`config.mk`:
```
export PLATFORM = sky130hd
export DESIGN_NAME = rftm_back_flat
export DESIGN_NICKNAME = d
export VERILOG_FILES = /design/src/rtl/rftm_pkg.sv /design/src/rtl/rftm_result_if.sv /design/src/rtl/rftm_back.sv /design/src/flat_wrapper.sv
export SDC_FILE = /design/constraint.sdc
export NUM_CORES = 2
export LEC_CHECK = 0
export ABC_AREA = 1
export BUFFER_PORTS_ARGS = -buffer_cell sky130_fd_sc_hd__buf_4
export CAP_MARGIN = 30
export CORE_MARGIN = 2
export CORE_UTILIZATION = 43
export CTS_BUF_LIST = sky130_fd_sc_hd__clkbuf_8 sky130_fd_sc_hd__clkbuf_16
export DETAILED_ROUTE_END_ITERATION = 16
export PLACE_DENSITY = 0.58
export SYNTH_ARGS = -nofsm -noshare
export SYNTH_HDL_FRONTEND = slang
export SYNTH_SLANG_ARGS = --single-unit
export TNS_END_PERCENT = 30
```
`constraint.sdc`:
```
create_clock -name clk -period 9.59 [get_ports clk]
set_clock_uncertainty 0.15 [all_clocks]
set_input_delay 1.918 -clock clk [delete_from_list [all_inputs] [get_ports clk]]
set_output_delay 1.918 -clock clk [all_outputs]
set_load 0.005 [all_outputs]
```
`src/rtl/rftm_pkg.sv`:
```
// Shared types, widths and constants of the rise/fall time meter.
`timescale 1ns / 1ps
package rftm_pkg;

  localparam int SAMPLE_W   = 16;
  localparam int LEVEL_W    = 16;
  localparam int RATIO_W    = 17;
  localparam int RATE_W     = 27;
  localparam int INDEX_W    = 20;
  localparam int FRAC_W     = 16;
  localparam int COUNT_W    = 20;
  localparam int TOTAL_W    = 40;
  localparam int TIME_W     = 32;
  localparam int STATUS_W   = 2;
  localparam int CFG_IDX_W  = 3;
  localparam int CFG_DATA_W = 32;

  localparam int THR_W  = 36;                  // threshold, 16 fraction bits
  localparam int NUM_W  = THR_W;
  localparam int DEN_W  = SAMPLE_W + 1 + FRAC_W;
  localparam int POS_W  = INDEX_W + FRAC_W + 1; // room for a full fraction on max index
  localparam int NS_W   = 30;
  localparam int HALF_W = TOTAL_W / 2;
  localparam int PROD_W = TOTAL_W + NS_W;
  localparam int DIVD_W = PROD_W - FRAC_W;
  localparam int CSUM_W = COUNT_W + RATE_W;
  localparam int ITER_W = 6;

  localparam int Q_DEPTH = 4;
  localparam int Q_PTR_W = 2;

  localparam logic [RATIO_W-1:0]  ONE_RATIO = RATIO_W'(65536);
  localparam logic [FRAC_W:0]     ONE_FRAC  = {1'b1, {FRAC_W{1'b0}}};
  localparam logic [NS_W-1:0]     NS_SCALE  = NS_W'(1000000000);
  localparam logic [STATUS_W-1:0] STATUS_OK       = 2'd0;
  localparam logic [STATUS_W-1:0] STATUS_NO_EDGES = 2'd1;
  localparam logic [STATUS_W-1:0] STATUS_INVALID  = 2'd2;

  typedef enum logic [CFG_IDX_W-1:0] {
    CFG_LOW_LEVEL, CFG_HIGH_LEVEL, CFG_LOW_RATIO, CFG_HIGH_RATIO, CFG_SAMPLE_RATE
  } cfg_index_t;

  typedef enum logic [1:0] {MODE_IDLE, MODE_RISE, MODE_FALL} edge_mode_t;

  typedef enum logic [2:0] {
    EV_NONE, EV_OPEN_RISE, EV_OPEN_FALL, EV_CLOSE_RISE, EV_CLOSE_FALL
  } event_t;

  typedef enum logic [3:0] {
    B_IDLE, B_PREP, B_FRAC, B_APPLY, B_END, B_MLO, B_MHI, B_MINIT, B_MDIV, B_MDONE, B_OUT
  } back_state_t;

  typedef struct packed {
    logic signed [LEVEL_W-1:0] low_level;
    logic signed [LEVEL_W-1:0] high_level;
    logic [RATIO_W-1:0]        lo_frac;
    logic [RATIO_W-1:0]        hi_frac;
    logic [RATE_W-1:0]         rate;
  } cfg_t;

  // one crossing or frame end request from front to back
  typedef struct packed {
    event_t                  ev;
    logic [INDEX_W-1:0]      idx;
    logic signed [NUM_W-1:0] num;
    logic signed [DEN_W-1:0] den;
    logic                    last;
    logic                    enough;
  } job_t;

endpackage

```
`src/rtl/rftm_result_if.sv`:
```
// Result stream channel.
`timescale 1ns / 1ps
interface rftm_result_if;
  logic                          valid;
  logic                          ready;
  logic [rftm_pkg::STATUS_W-1:0] status;
  logic [rftm_pkg::TIME_W-1:0]   rise_time_ns;
  logic [rftm_pkg::TIME_W-1:0]   fall_time_ns;
  logic [rftm_pkg::COUNT_W-1:0]  rise_num;
  logic [rftm_pkg::COUNT_W-1:0]  fall_num;
  modport source (output valid, output status, output rise_time_ns, output fall_time_ns,
                  output rise_num, output fall_num, input ready);
  modport sink (input valid, input status, input rise_time_ns, input fall_time_ns,
                input rise_num, input fall_num, output ready);
endinterface

```
`src/rtl/rftm_back.sv`:
```
// Back end: crossing interpolation, accumulation and frame results.
`timescale 1ns / 1ps
module rftm_back (
  input  logic           clk,
  input  logic           rst,
  input  rftm_pkg::cfg_t cfg,
  input  logic           empty,
  input  rftm_pkg::job_t pop_job,
  output logic           pop,
  rftm_result_if.source  results
);

  rftm_pkg::back_state_t state, state_next;
  rftm_pkg::job_t job;

  logic [rftm_pkg::FRAC_W:0]      frac;
  logic [rftm_pkg::DEN_W:0]       rem;
  logic [rftm_pkg::DEN_W-1:0]     dvs;
  logic [rftm_pkg::ITER_W-1:0]    iter;
  logic [rftm_pkg::POS_W-1:0]     edge_start;
  logic [rftm_pkg::TOTAL_W-1:0]   rise_total, fall_total;
  logic [rftm_pkg::COUNT_W-1:0]   rise_edges, fall_edges;
  logic [rftm_pkg::PROD_W-1:0]    prod;
  logic [rftm_pkg::CSUM_W-1:0]    csum;
  logic [rftm_pkg::CSUM_W:0]      mrem;
  logic [rftm_pkg::DIVD_W-1:0]    mdvd, mquo;
  logic                           sel;
  logic [rftm_pkg::TIME_W-1:0]    rise_ns, fall_ns;
  logic [rftm_pkg::STATUS_W-1:0]  status;

  logic                           cond, num_neg, den_neg;
  logic [rftm_pkg::NUM_W-1:0]     nmag;
  logic [rftm_pkg::DEN_W-1:0]     dmag;
  logic [rftm_pkg::DEN_W:0]       rem2;
  logic [rftm_pkg::POS_W-1:0]     pos, diff;
  logic [rftm_pkg::TOTAL_W:0]     sum;
  logic [rftm_pkg::TOTAL_W-1:0]   tot_sel, sum_sat;
  logic [rftm_pkg::COUNT_W-1:0]   cnt_sel;
  logic [rftm_pkg::CSUM_W:0]      mrem2;
  logic [rftm_pkg::TIME_W-1:0]    mean;
  logic                           cfg_ok;
  logic [rftm_pkg::HALF_W-1:0]    half;
  logic [rftm_pkg::HALF_W+rftm_pkg::NS_W-1:0] part;
  logic [rftm_pkg::CSUM_W-1:0]    csum_next;

  assign num_neg = job.num[rftm_pkg::NUM_W-1];
  assign den_neg = job.den[rftm_pkg::DEN_W-1];
  assign cond = (job.den != '0) && (job.num != '0) && (num_neg == den_neg);
  assign nmag = num_neg ? rftm_pkg::NUM_W'(-job.num) : rftm_pkg::NUM_W'(job.num);
  assign dmag = den_neg ? rftm_pkg::DEN_W'(-job.den) : rftm_pkg::DEN_W'(job.den);
  assign rem2 = {rem[rftm_pkg::DEN_W-1:0], 1'b0};

  assign pos  = {1'b0, job.idx, {rftm_pkg::FRAC_W{1'b0}}} + rftm_pkg::POS_W'(frac);
  assign diff = pos - edge_start;
  assign tot_sel = (job.ev == rftm_pkg::EV_CLOSE_RISE) ? rise_total : fall_total;
  assign sum = {1'b0, tot_sel} + (rftm_pkg::TOTAL_W + 1)'(diff);
  assign sum_sat = sum[rftm_pkg::TOTAL_W] ? '1 : sum[rftm_pkg::TOTAL_W-1:0];

  assign cnt_sel = sel ? fall_edges : rise_edges;
  assign mrem2 = {mrem[rftm_pkg::CSUM_W-1:0], mdvd[rftm_pkg::DIVD_W-1]};
  assign mean = (cnt_sel == '0) ? '0 :
                (mquo[rftm_pkg::DIVD_W-1:rftm_pkg::TIME_W] != '0) ? '1 :
                mquo[rftm_pkg::TIME_W-1:0];

  // one 20x30 multiplier, low half of the total first, then the high half
  assign half = (state == rftm_pkg::B_MHI)
              ? (sel ? fall_total[rftm_pkg::TOTAL_W-1:rftm_pkg::HALF_W]
                     : rise_total[rftm_pkg::TOTAL_W-1:rftm_pkg::HALF_W])
              : (sel ? fall_total[rftm_pkg::HALF_W-1:0] : rise_total[rftm_pkg::HALF_W-1:0]);
  assign part = half * rftm_pkg::NS_SCALE;
  assign csum_next = cnt_sel * cfg.rate;

  assign cfg_ok = job.enough && (cfg.rate != '0) &&
                  ($signed(cfg.high_level) > $signed(cfg.low_level)) &&
                  (cfg.hi_frac <= rftm_pkg::ONE_RATIO) &&
                  (cfg.hi_frac > cfg.lo_frac);

  always_comb begin
    state_next = state;
    pop = 1'b0;
    results.valid = 1'b0;
    unique case (state)
      rftm_pkg::B_IDLE: begin
        if (!empty) begin
          pop = 1'b1;
          if (pop_job.ev != rftm_pkg::EV_NONE) state_next = rftm_pkg::B_PREP;
          else state_next = rftm_pkg::B_END;
        end
      end
      rftm_pkg::B_PREP: begin
        if (cond && nmag < rftm_pkg::NUM_W'(dmag)) state_next = rftm_pkg::B_FRAC;
        else state_next = rftm_pkg::B_APPLY;
      end
      rftm_pkg::B_FRAC: begin
        if (iter == rftm_pkg::ITER_W'(rftm_pkg::FRAC_W - 1)) state_next = rftm_pkg::B_APPLY;
      end
      rftm_pkg::B_APPLY: state_next = job.last ? rftm_pkg::B_END : rftm_pkg::B_IDLE;
      rftm_pkg::B_END:   state_next = cfg_ok ? rftm_pkg::B_MLO : rftm_pkg::B_OUT;
      rftm_pkg::B_MLO:   state_next = rftm_pkg::B_MHI;
      rftm_pkg::B_MHI:   state_next = rftm_pkg::B_MINIT;
      rftm_pkg::B_MINIT: state_next = rftm_pkg::B_MDIV;
      rftm_pkg::B_MDIV: begin
        if (iter == rftm_pkg::ITER_W'(rftm_pkg::DIVD_W - 1)) state_next = rftm_pkg::B_MDONE;
      end
      rftm_pkg::B_MDONE: state_next = sel ? rftm_pkg::B_OUT : rftm_pkg::B_MLO;
      rftm_pkg::B_OUT: begin
        results.valid = 1'b1;
        if (results.ready) state_next = rftm_pkg::B_IDLE;
      end
      default: state_next = rftm_pkg::B_IDLE;
    endcase
  end

  always_ff @(posedge clk) begin
    if (rst) state <= rftm_pkg::B_IDLE;
    else state <= state_next;
  end

  always_ff @(posedge clk) begin
    if (rst) begin
      edge_start <= '0;
      rise_total <= '0;
      fall_total <= '0;
      rise_edges <= '0;
      fall_edges <= '0;
    end else begin
      unique case (state)
        rftm_pkg::B_IDLE: begin
          if (!empty) job <= pop_job;
        end
        rftm_pkg::B_PREP: begin
          iter <= '0;
          rem  <= {1'b0, rftm_pkg::DEN_W'(nmag)};
          dvs  <= dmag;
          if (!cond) frac <= '0;
          else if (nmag >= rftm_pkg::NUM_W'(dmag)) frac <= rftm_pkg::ONE_FRAC;
          else frac <= '0;
        end
        rftm_pkg::B_FRAC: begin
          iter <= iter + 1'b1;
          if (rem2 >= {1'b0, dvs}) begin
            rem  <= rem2 - {1'b0, dvs};
            frac <= {frac[rftm_pkg::FRAC_W-1:0], 1'b1};
          end else begin
            rem  <= rem2;
            frac <= {frac[rftm_pkg::FRAC_W-1:0], 1'b0};
          end
        end
        rftm_pkg::B_APPLY: begin
          unique case (job.ev)
            rftm_pkg::EV_OPEN_RISE, rftm_pkg::EV_OPEN_FALL: edge_start <= pos;
            rftm_pkg::EV_CLOSE_RISE: begin
              if (pos > edge_start) begin
                rise_total <= sum_sat;
                if (rise_edges != '1) rise_edges <= rise_edges + 1'b1;
              end
            end
            rftm_pkg::EV_CLOSE_FALL: begin
              if (pos > edge_start) begin
                fall_total <= sum_sat;
                if (fall_edges != '1) fall_edges <= fall_edges + 1'b1;
              end
            end
            default: ;
          endcase
        end
        rftm_pkg::B_END: begin
          sel <= 1'b0;
          rise_ns <= '0;
          fall_ns <= '0;
          if (!cfg_ok) status <= rftm_pkg::STATUS_INVALID;
          else if (rise_edges == '0 && fall_edges == '0) status <= rftm_pkg::STATUS_NO_EDGES;
          else status <= rftm_pkg::STATUS_OK;
        end
        rftm_pkg::B_MLO: begin
          prod <= rftm_pkg::PROD_W'(part);
        end
        rftm_pkg::B_MHI: begin
          prod <= prod + (rftm_pkg::PROD_W'(part) << rftm_pkg::HALF_W);
          csum <= csum_next;
        end
        rftm_pkg::B_MINIT: begin
          mdvd <= prod[rftm_pkg::PROD_W-1:rftm_pkg::FRAC_W];
          mrem <= '0;
          mquo <= '0;
          iter <= '0;
        end
        rftm_pkg::B_MDIV: begin
          iter <= iter + 1'b1;
          mdvd <= {mdvd[rftm_pkg::DIVD_W-2:0], 1'b0};
          if (mrem2 >= {1'b0, csum}) begin
            mrem <= mrem2 - {1'b0, csum};
            mquo <= {mquo[rftm_pkg::DIVD_W-2:0], 1'b1};
          end else begin
            mrem <= mrem2;
            mquo <= {mquo[rftm_pkg::DIVD_W-2:0], 1'b0};
          end
        end
        rftm_pkg::B_MDONE: begin
          if (sel) fall_ns <= mean;
          else rise_ns <= mean;
          sel <= 1'b1;
        end
        rftm_pkg::B_OUT: begin
          if (results.ready) begin
            edge_start <= '0;
            rise_total <= '0;
            fall_total <= '0;
            rise_edges <= '0;
            fall_edges <= '0;
          end
        end
        default: ;
      endcase
    end
  end

  assign results.status       = status;
  assign results.rise_time_ns = rise_ns;
  assign results.fall_time_ns = fall_ns;
  assign results.rise_num     = (status == rftm_pkg::STATUS_INVALID) ? '0 : rise_edges;
  assign results.fall_num     = (status == rftm_pkg::STATUS_INVALID) ? '0 : fall_edges;

  a_invalid_zero: assert property (@(posedge clk) disable iff (rst)
    results.valid && status == rftm_pkg::STATUS_INVALID |->
    rise_ns == '0 && fall_ns == '0)
    else $error("invalid result carries nonzero times");
  a_no_edges_zero: assert property (@(posedge clk) disable iff (rst)
    results.valid && status == rftm_pkg::STATUS_NO_EDGES |->
    rise_ns == '0 && fall_ns == '0 && rise_edges == '0 && fall_edges == '0)
    else $error("no-edge result carries edge data");
  a_no_pop_busy: assert property (@(posedge clk) disable iff (rst)
    pop |-> state == rftm_pkg::B_IDLE)
    else $error("request popped while back end busy");
  a_cleared_after_out: assert property (@(posedge clk) disable iff (rst)
    results.valid && results.ready |=> rise_edges == '0 && fall_edges == '0)
    else $error("frame state not cleared after result");

endmodule
```
`src/flat_wrapper.sv`:
```
// flat-port wrapper written by rule: the top's interface ports become plain ports
module rftm_back_flat 
  (clk, rst, cfg, empty, pop_job, pop, results_valid, results_status, results_rise_time_ns, results_fall_time_ns, results_rise_num, results_fall_num, results_ready);
  rftm_result_if results_i ();
  input  logic clk;
  input  logic rst;
  input  rftm_pkg::cfg_t cfg;
  input  logic empty;
  input  rftm_pkg::job_t pop_job;
  output logic pop;
  output wire logic [$bits(results_i.valid)-1:0] results_valid;
  output wire logic [$bits(results_i.status)-1:0] results_status;
  output wire logic [$bits(results_i.rise_time_ns)-1:0] results_rise_time_ns;
  output wire logic [$bits(results_i.fall_time_ns)-1:0] results_fall_time_ns;
  output wire logic [$bits(results_i.rise_num)-1:0] results_rise_num;
  output wire logic [$bits(results_i.fall_num)-1:0] results_fall_num;
  input wire logic [$bits(results_i.ready)-1:0] results_ready;
  assign results_valid = results_i.valid;
  assign results_status = results_i.status;
  assign results_rise_time_ns = results_i.rise_time_ns;
  assign results_fall_time_ns = results_i.fall_time_ns;
  assign results_rise_num = results_i.rise_num;
  assign results_fall_num = results_i.fall_num;
  assign results_i.ready = results_ready;
  rftm_back u_core (.clk(clk), .rst(rst), .cfg(cfg), .empty(empty), .pop_job(pop_job), .pop(pop), .results(results_i));
endmodule
```
; After elaboration in Yosys (flattened, before gate mapping)
; Index checks and enable logic that the tools add are counted.
[totals]
ff_bits = 683
inputBits = 191
out_inout_bits = 108
wordCells = 185
[classes]
add_sub_neg = 11
mul = 2
n_lt_le_gt_ge = 8
n_eq_ne = 32
mux = 62
bitwise_logic = 2
n_reduce_logical = 43
[ops]
columns = operator, n
row1 = $mux 20, 13
row2 = $mux 40, 6
row3 = $pmux 54 s2, 2
row4 = $pmux 40 s2, 2
row5 = $pmux 70 s2, 1
row6 = $mux 32, 4
row7 = $pmux 32 s2, 2
row8 = $pmux 47 s2, 1
row9 = $pmux 20 s2, 2
row10 = $mux 37, 2
row11 = $pmux 37 s2, 1
row12 = $add 70x70->70, 1
row13 = $mux 33, 2
row14 = $pmux 33 s2, 1
row15 = $logic_not 20->1, 3
row16 = $ge 48x47->1, 1
row17 = $mul 20x27->47, 1
row18 = $mux 47, 1
row19 = $sub 47x47->47, 1
row20 = $pmux 4 s11, 1
row21 = $add 40x37->41, 1
row22 = $mul 20x21->41 const B, 1
row23 = $add 20x1->20 const B, 2
row24 = $ne 20x20->1 const B, 2
row25 = 48 further kinds, 106

; Logic depth before layout (Yosys ltp)
[depth]
ltp_word = 7
depth_mapped = 51
mapped_depth_nobuf = 49

; Least setup slack after synthesis
; Ideal clock, no wire load.
[synth_timing]
path_kind = input-to-reg
start = input port rst
end = register u_core.mdvd[0] (netlist name), enable pin
setup_time_ns = 0.672
arrival_time_ns = 8.776
t_required_ns = 8.768
slack_ns = -0.008
stages = 3
n_path_buf = 2
path_cell_list = clkbuf_1 -> clkbuf_1 -> nor2_1
[synth_via]
elab_chain_len = 2
[synth_rtl]
columns = element, line
row1 = from (decl), flat_wrapper.sv:6  ; input logic rst;
row2 = $not 1->1 (no line), --
row3 = $reduce_and 2->1 (no line), --
row4 = to (signal assigned), rftm_back.sv:183  ; mdvd <= prod[rftm_pkg::PROD_W-1:rftm_pkg::FRAC_W];
row5 = to (signal assigned), rftm_back.sv:190  ; mdvd <= {mdvd[rftm_pkg::DIVD_W-2:0], 1'b0};
row6 = to (decl), rftm_back.sv:26  ; logic [rftm_pkg::DIVD_W-1:0] mdvd, mquo;
; Every way passes these cells.
; A chain may end at the register's enable or synchronous reset.

; Worst setup path in the final report
[layout_timing]
start = register u_core.state[2]
end = register u_core.prod[69] (netlist name) (data pin)
[layout_via]
elab_chain_len = 5
elab_cells_between_ends = 6
classes_between = 1 x add/sub / 1 x mul / 2 x eq/ne / 2 x mux
[layout_rtl]
columns = element, line
row1 = from (decl), rftm_back.sv:13  ; rftm_pkg::back_state_t state, state_next;
row2 = from (signal assigned), rftm_back.sv:115  ; if (rst) state <= rftm_pkg::B_IDLE;
row3 = from (signal assigned), rftm_back.sv:116  ; else state <= state_next;
row4 = $eq 4x3->1, "rftm_back.sv:66, rftm_back.sv:127"
row5 = $mux 20, rftm_back.sv:67  ; ? (sel ? fall_total[rftm_pkg::TOTAL_W-1:rftm_pkg::HALF_W]
row6 = $mul 20x21->41, rftm_back.sv:70  ; assign part = half * rftm_pkg::NS_SCALE;
row7 = $add 70x70->70, rftm_back.sv:179  ; prod <= prod + (rftm_pkg::PROD_W'(part) << rftm_pkg::HALF_W);
row8 = $pmux 70 s2 (*), rftm_back.sv:127  ; unique case (state)
row9 = to (signal assigned), rftm_back.sv:176  ; prod <= rftm_pkg::PROD_W'(part);
row10 = to (signal assigned), rftm_back.sv:179
row11 = to (decl), rftm_back.sv:23  ; logic [rftm_pkg::PROD_W-1:0] prod;
; Mark *: on every way between the ends. The rest lies on a longest branch, timed or not.

==> impl_results.md <==
* Multi-input gate area at around 0.045 sq mm
* Layout fillers at 16400
* Slowest stage delay, CP at approximately 0.59 ns
* Synth Area in Adders at 0.284
* Slew Viols, Final at 0
* Syn Std Cell Area at approximately 0.071 sq mm
* Synth area leaders: edfxtp_1, fa_1, ha_1, nand2_1, inv_1
* CP max-delay cell: fa_1
* CTS sink count at about 670
* Post-Synth XOR/XNOR Area at 0.0400
* Leading area contributor after synthesis: edfxtp_1
* Die area at 0.167 sq mm
* Largest net degree at the start of global routing at 156
* # setup viols final at 0
* Post-CTS setup buffer count at 0
* Die H at between 400 and 500 um
* I/O Buffers at 298
* DRT iter0 DRCs at between 4000 and 5000
* Status: completed
* Routed Antenna Nets at 0
* Share of layout cells above drive strength 1 at 0.0669
* FFs w/ async S/R, synth at 0
* Setup crit start kind: flip-flop
* Static leakage at 0.0377 uW
* Final instance area at just under 0.08 sq mm
* Fmax at 111 MHz
* Number of buffers created by CTS at 81
* Total power at 22300 uW
* Pre-antenna DRT Iters at 6
* Max_cap viols at 0
* Post-Synth Simple-Gate Area at 0.212
* Setup crit start: u_core.state[2]
* Max-slew headroom at 0.331
* Clock slew at reported path FFs at 0.06 ns
* Cell mode on critical path: inv_1
* RD Place Congestion at 0.986
* Setup crit end: u_core.prod[69]
* RR Startpoint: u_core.state[2]
* GRT Overall Usage at 0.267
* Worst reg2reg path endpoint: u_core.prod[69]
* Row cnt at 148
* Fin crit share at 0.941
* Number of synthesized flops with an enable pin at slightly above 500
* Seq cells post-synth at 667
* WS Path Type: flip-flop to flip-flop
* Yosys warnings at 0
* HP Class: flip-flop to flip-flop
* Core area at ~0.16 sq mm
* Worst vdd ir at slightly below 0.0004 V
* RSZ-0062 raised after global routing: false
* Area Growth Syn to Fin at 10.9%
* Dpl cell area at 0.0755 sq mm
* Final wirelength at approximately 220000 um
* R2R Setup Slk at 0.56 ns
* Fin nets at 10800
* HPWL after DPL at 184000 um
* Main combinational cell family by area after synthesis: adder cells
* Syn_nets at 10500
* Ant. Diodes at 0
* Share of the synthesized area in the top cell type at 0.215
* Sum Neg Setup Slack at 0 ns
* CTS tree: built
* DIE WIDTH at 409 um
* Root Driver: clkbuf_16
* Crit. End Element: flip-flop
* CTS max path bufs at 3
* Vias at 60400
* Mapped Cells at 9076
* Worst skew pair latency at around 0.7 ns
* Initial antenna violation count at 7
* Ys flop type: edfxtp_1
* Final Util at 0.481
* Critical Path RT at 9.89 ns
* CTS H-tree lvls at 3
* CP arrival at about 9.3 ns
* Mux cell area share after synthesis at 0.000284
* Power Density at 284 mW/mm^2
* Global-route wire length before repair at about 350000 um
* Synth Area in Compound Gates at 0.0979
* CTS hold repair buffers at 0
* Vias per cell at 5.23
* Hold Vio Cnt, Final at 0
* I/O pin count at around 300
* R2R depth at 35
* DRC at 0
* Vias in the first global route at 60400
* Cell variety after synth at 60
* Crit path time final at 9.03 ns
* GRT overflow at 0
* Register area at 0.0184 sq mm
* Initial Util at 0.433
* Routed len/inst at 19.5 um
* Avg Inst Size Synth at 7.78 sq um
* Sequential-to-total area share from yosys stat at 0.261
* Top fanout value on the critical path at 28
* HP Start: u_core.edge_start[20]
* Worst-margin pin slew at approximately 1 ns
[layout make-up]
cell class	instances	area share
clock buffer	81	0.0259
clock inverter	69	0.00924
inverter	1694	0.0813
multi-input combinational	6478	0.574
sequential	667	0.235
tap	2175	0.0348
timing repair buffer	402	0.0397
[sequential cells by signal (all words and copies together) (netlist names), 4 cells and up]
signal,cells
u_core.job,93
u_core.mdvd,54
u_core.mquo,54
u_core.prod,54
u_core.csum,47
u_core.mrem,47
u_core.fall_total,40
u_core.rise_total,40
u_core.edge_start,37
u_core.dvs,33
u_core.rem,33
u_core.results.fall_time_ns,32
u_core.results.rise_time_ns,32
u_core.fall_edges,20
u_core.rise_edges,20
u_core.frac,17
u_core.iter,6
u_core.state,4
[synth_stat cells (10+ instances only)]
library cell,n
nand2_1,1925
inv_1,1675
nor2_1,1073
ha_1,631
fa_1,608
a21oi_1,552
edfxtp_1,506
o21ai_0,427
nand3_1,312
xor2_1,209
clkbuf_1,173
dfxtp_1,161
xnor2_1,113
nor3_1,89
nand4_1,85
nor4_1,58
a21o_1,57
a31oi_1,43
nand3b_1,33
o21ai_1,33
buf_2,32
o21bai_1,32
o211ai_1,31
or2_2,27
o21a_1,25
a21boi_0,16
and3_1,15
buf_1,14
a211oi_1,13
clkinv_1,10
nand2_2,10
[layout by cell type (no fill, tap or decap), types with 8 or more instances in the layout]
| master | n |
|---|---|
| nand2_1 | 1923 |
| inv_1 | 1687 |
| nor2_1 | 1064 |
| ha_1 | 631 |
| fa_1 | 608 |
| a21oi_1 | 551 |
| edfxtp_1 | 506 |
| o21ai_0 | 424 |
| buf_4 | 395 |
| nand3_1 | 312 |
| xor2_1 | 209 |
| dfxtp_1 | 160 |
| xnor2_1 | 113 |
| nor3_1 | 87 |
| nand4_1 | 85 |
| clkbuf_16 | 81 |
| nor4_1 | 58 |
| a21o_1 | 57 |
| a31oi_1 | 43 |
| nand3b_1 | 33 |
| o21bai_1 | 32 |
| o211ai_1 | 31 |
| o21ai_1 | 30 |
| or2_2 | 27 |
| o21a_1 | 25 |
| clkinv_1 | 21 |
| a21boi_0 | 16 |
| and3_1 | 15 |
| o21ai_2 | 12 |
| nand2_2 | 12 |
| a211oi_1 | 11 |
| nor2_4 | 10 |
| clkinv_2 | 10 |
| bufinv_16 | 10 |
| inv_2 | 9 |
| and2_1 | 9 |
| clkinv_4 | 8 |
[routing by layer]
metal | up-vias | share of wire | track usage
met5 | - | 0.00025 | 0
met4 | 8 | 0.024 | 0.0675
met3 | 279 | 0.068 | 0.0465
met2 | 1838 | 0.45 | 0.425
met1 | 29000 | 0.46 | 0.374
li1 | 29300 | - | -
[worst min path at each step]
stage / endpoint / slack [ns] / cells after the start
after floorplan: u_core.edge_start[22] / 0.29 / 2
after global placement: u_core.edge_start[19] / 0.30 / 2
after detailed placement: u_core.edge_start[17] / 0.30 / 2
after CTS: u_core.edge_start[17] / 0.31 / 2
after global routing: u_core.edge_start[24] / 0.33 / 2
final: u_core.edge_start[20] / 0.31 / 2
[cells by family after synthesis]
family          Yosys count
compound gates         1260
xor+xnor                322
fa+ha+maj              1239
buf+inv                1931
flops                   667
mux                       2
simple gates           3655
[repair_timing]
item                                   in CTS  in global routing
endpoints found under the hold margin       0                  0
setup endpoints to repair                   0                 10
gates resized for setup                     0                 11
[power by group]
| group | switching (uW) | internal [uW] |
|---|---|---|
| Clock | 1340 | 1840 |
| Combinational | 9970 | 5270 |
| Sequential | 128 | 3720 |
[stage by stage]
stage | hold WS [ns] | worst slack, ns | cells
2_1_floorplan | 0.291 | 0.265 | 9076
3_3_place_gp | 0.298 | 0.392 | 11400
3_5_place_dp | 0.303 | 0.447 | 11400
4_1_cts | 0.312 | 0.398 | 11600
5_1_grt | 0.329 | 0.0333 | 11600
6_report | 0.309 | 0.565 | 11600
[worst max-delay path, delay by kind of cell (launching register included)]
family                   cells  cell delay (ns)
buffers and inverters        9             1.03
flip-flops                   1             0.35
adder cells (fa/ha/maj)      9             3.96
AND/OR/NAND/NOR             15             2.59
XOR/XNOR                     1             0.39
AO/OA/AOI/OAI                1             0.30
Power figures use the tool's default switching activity.
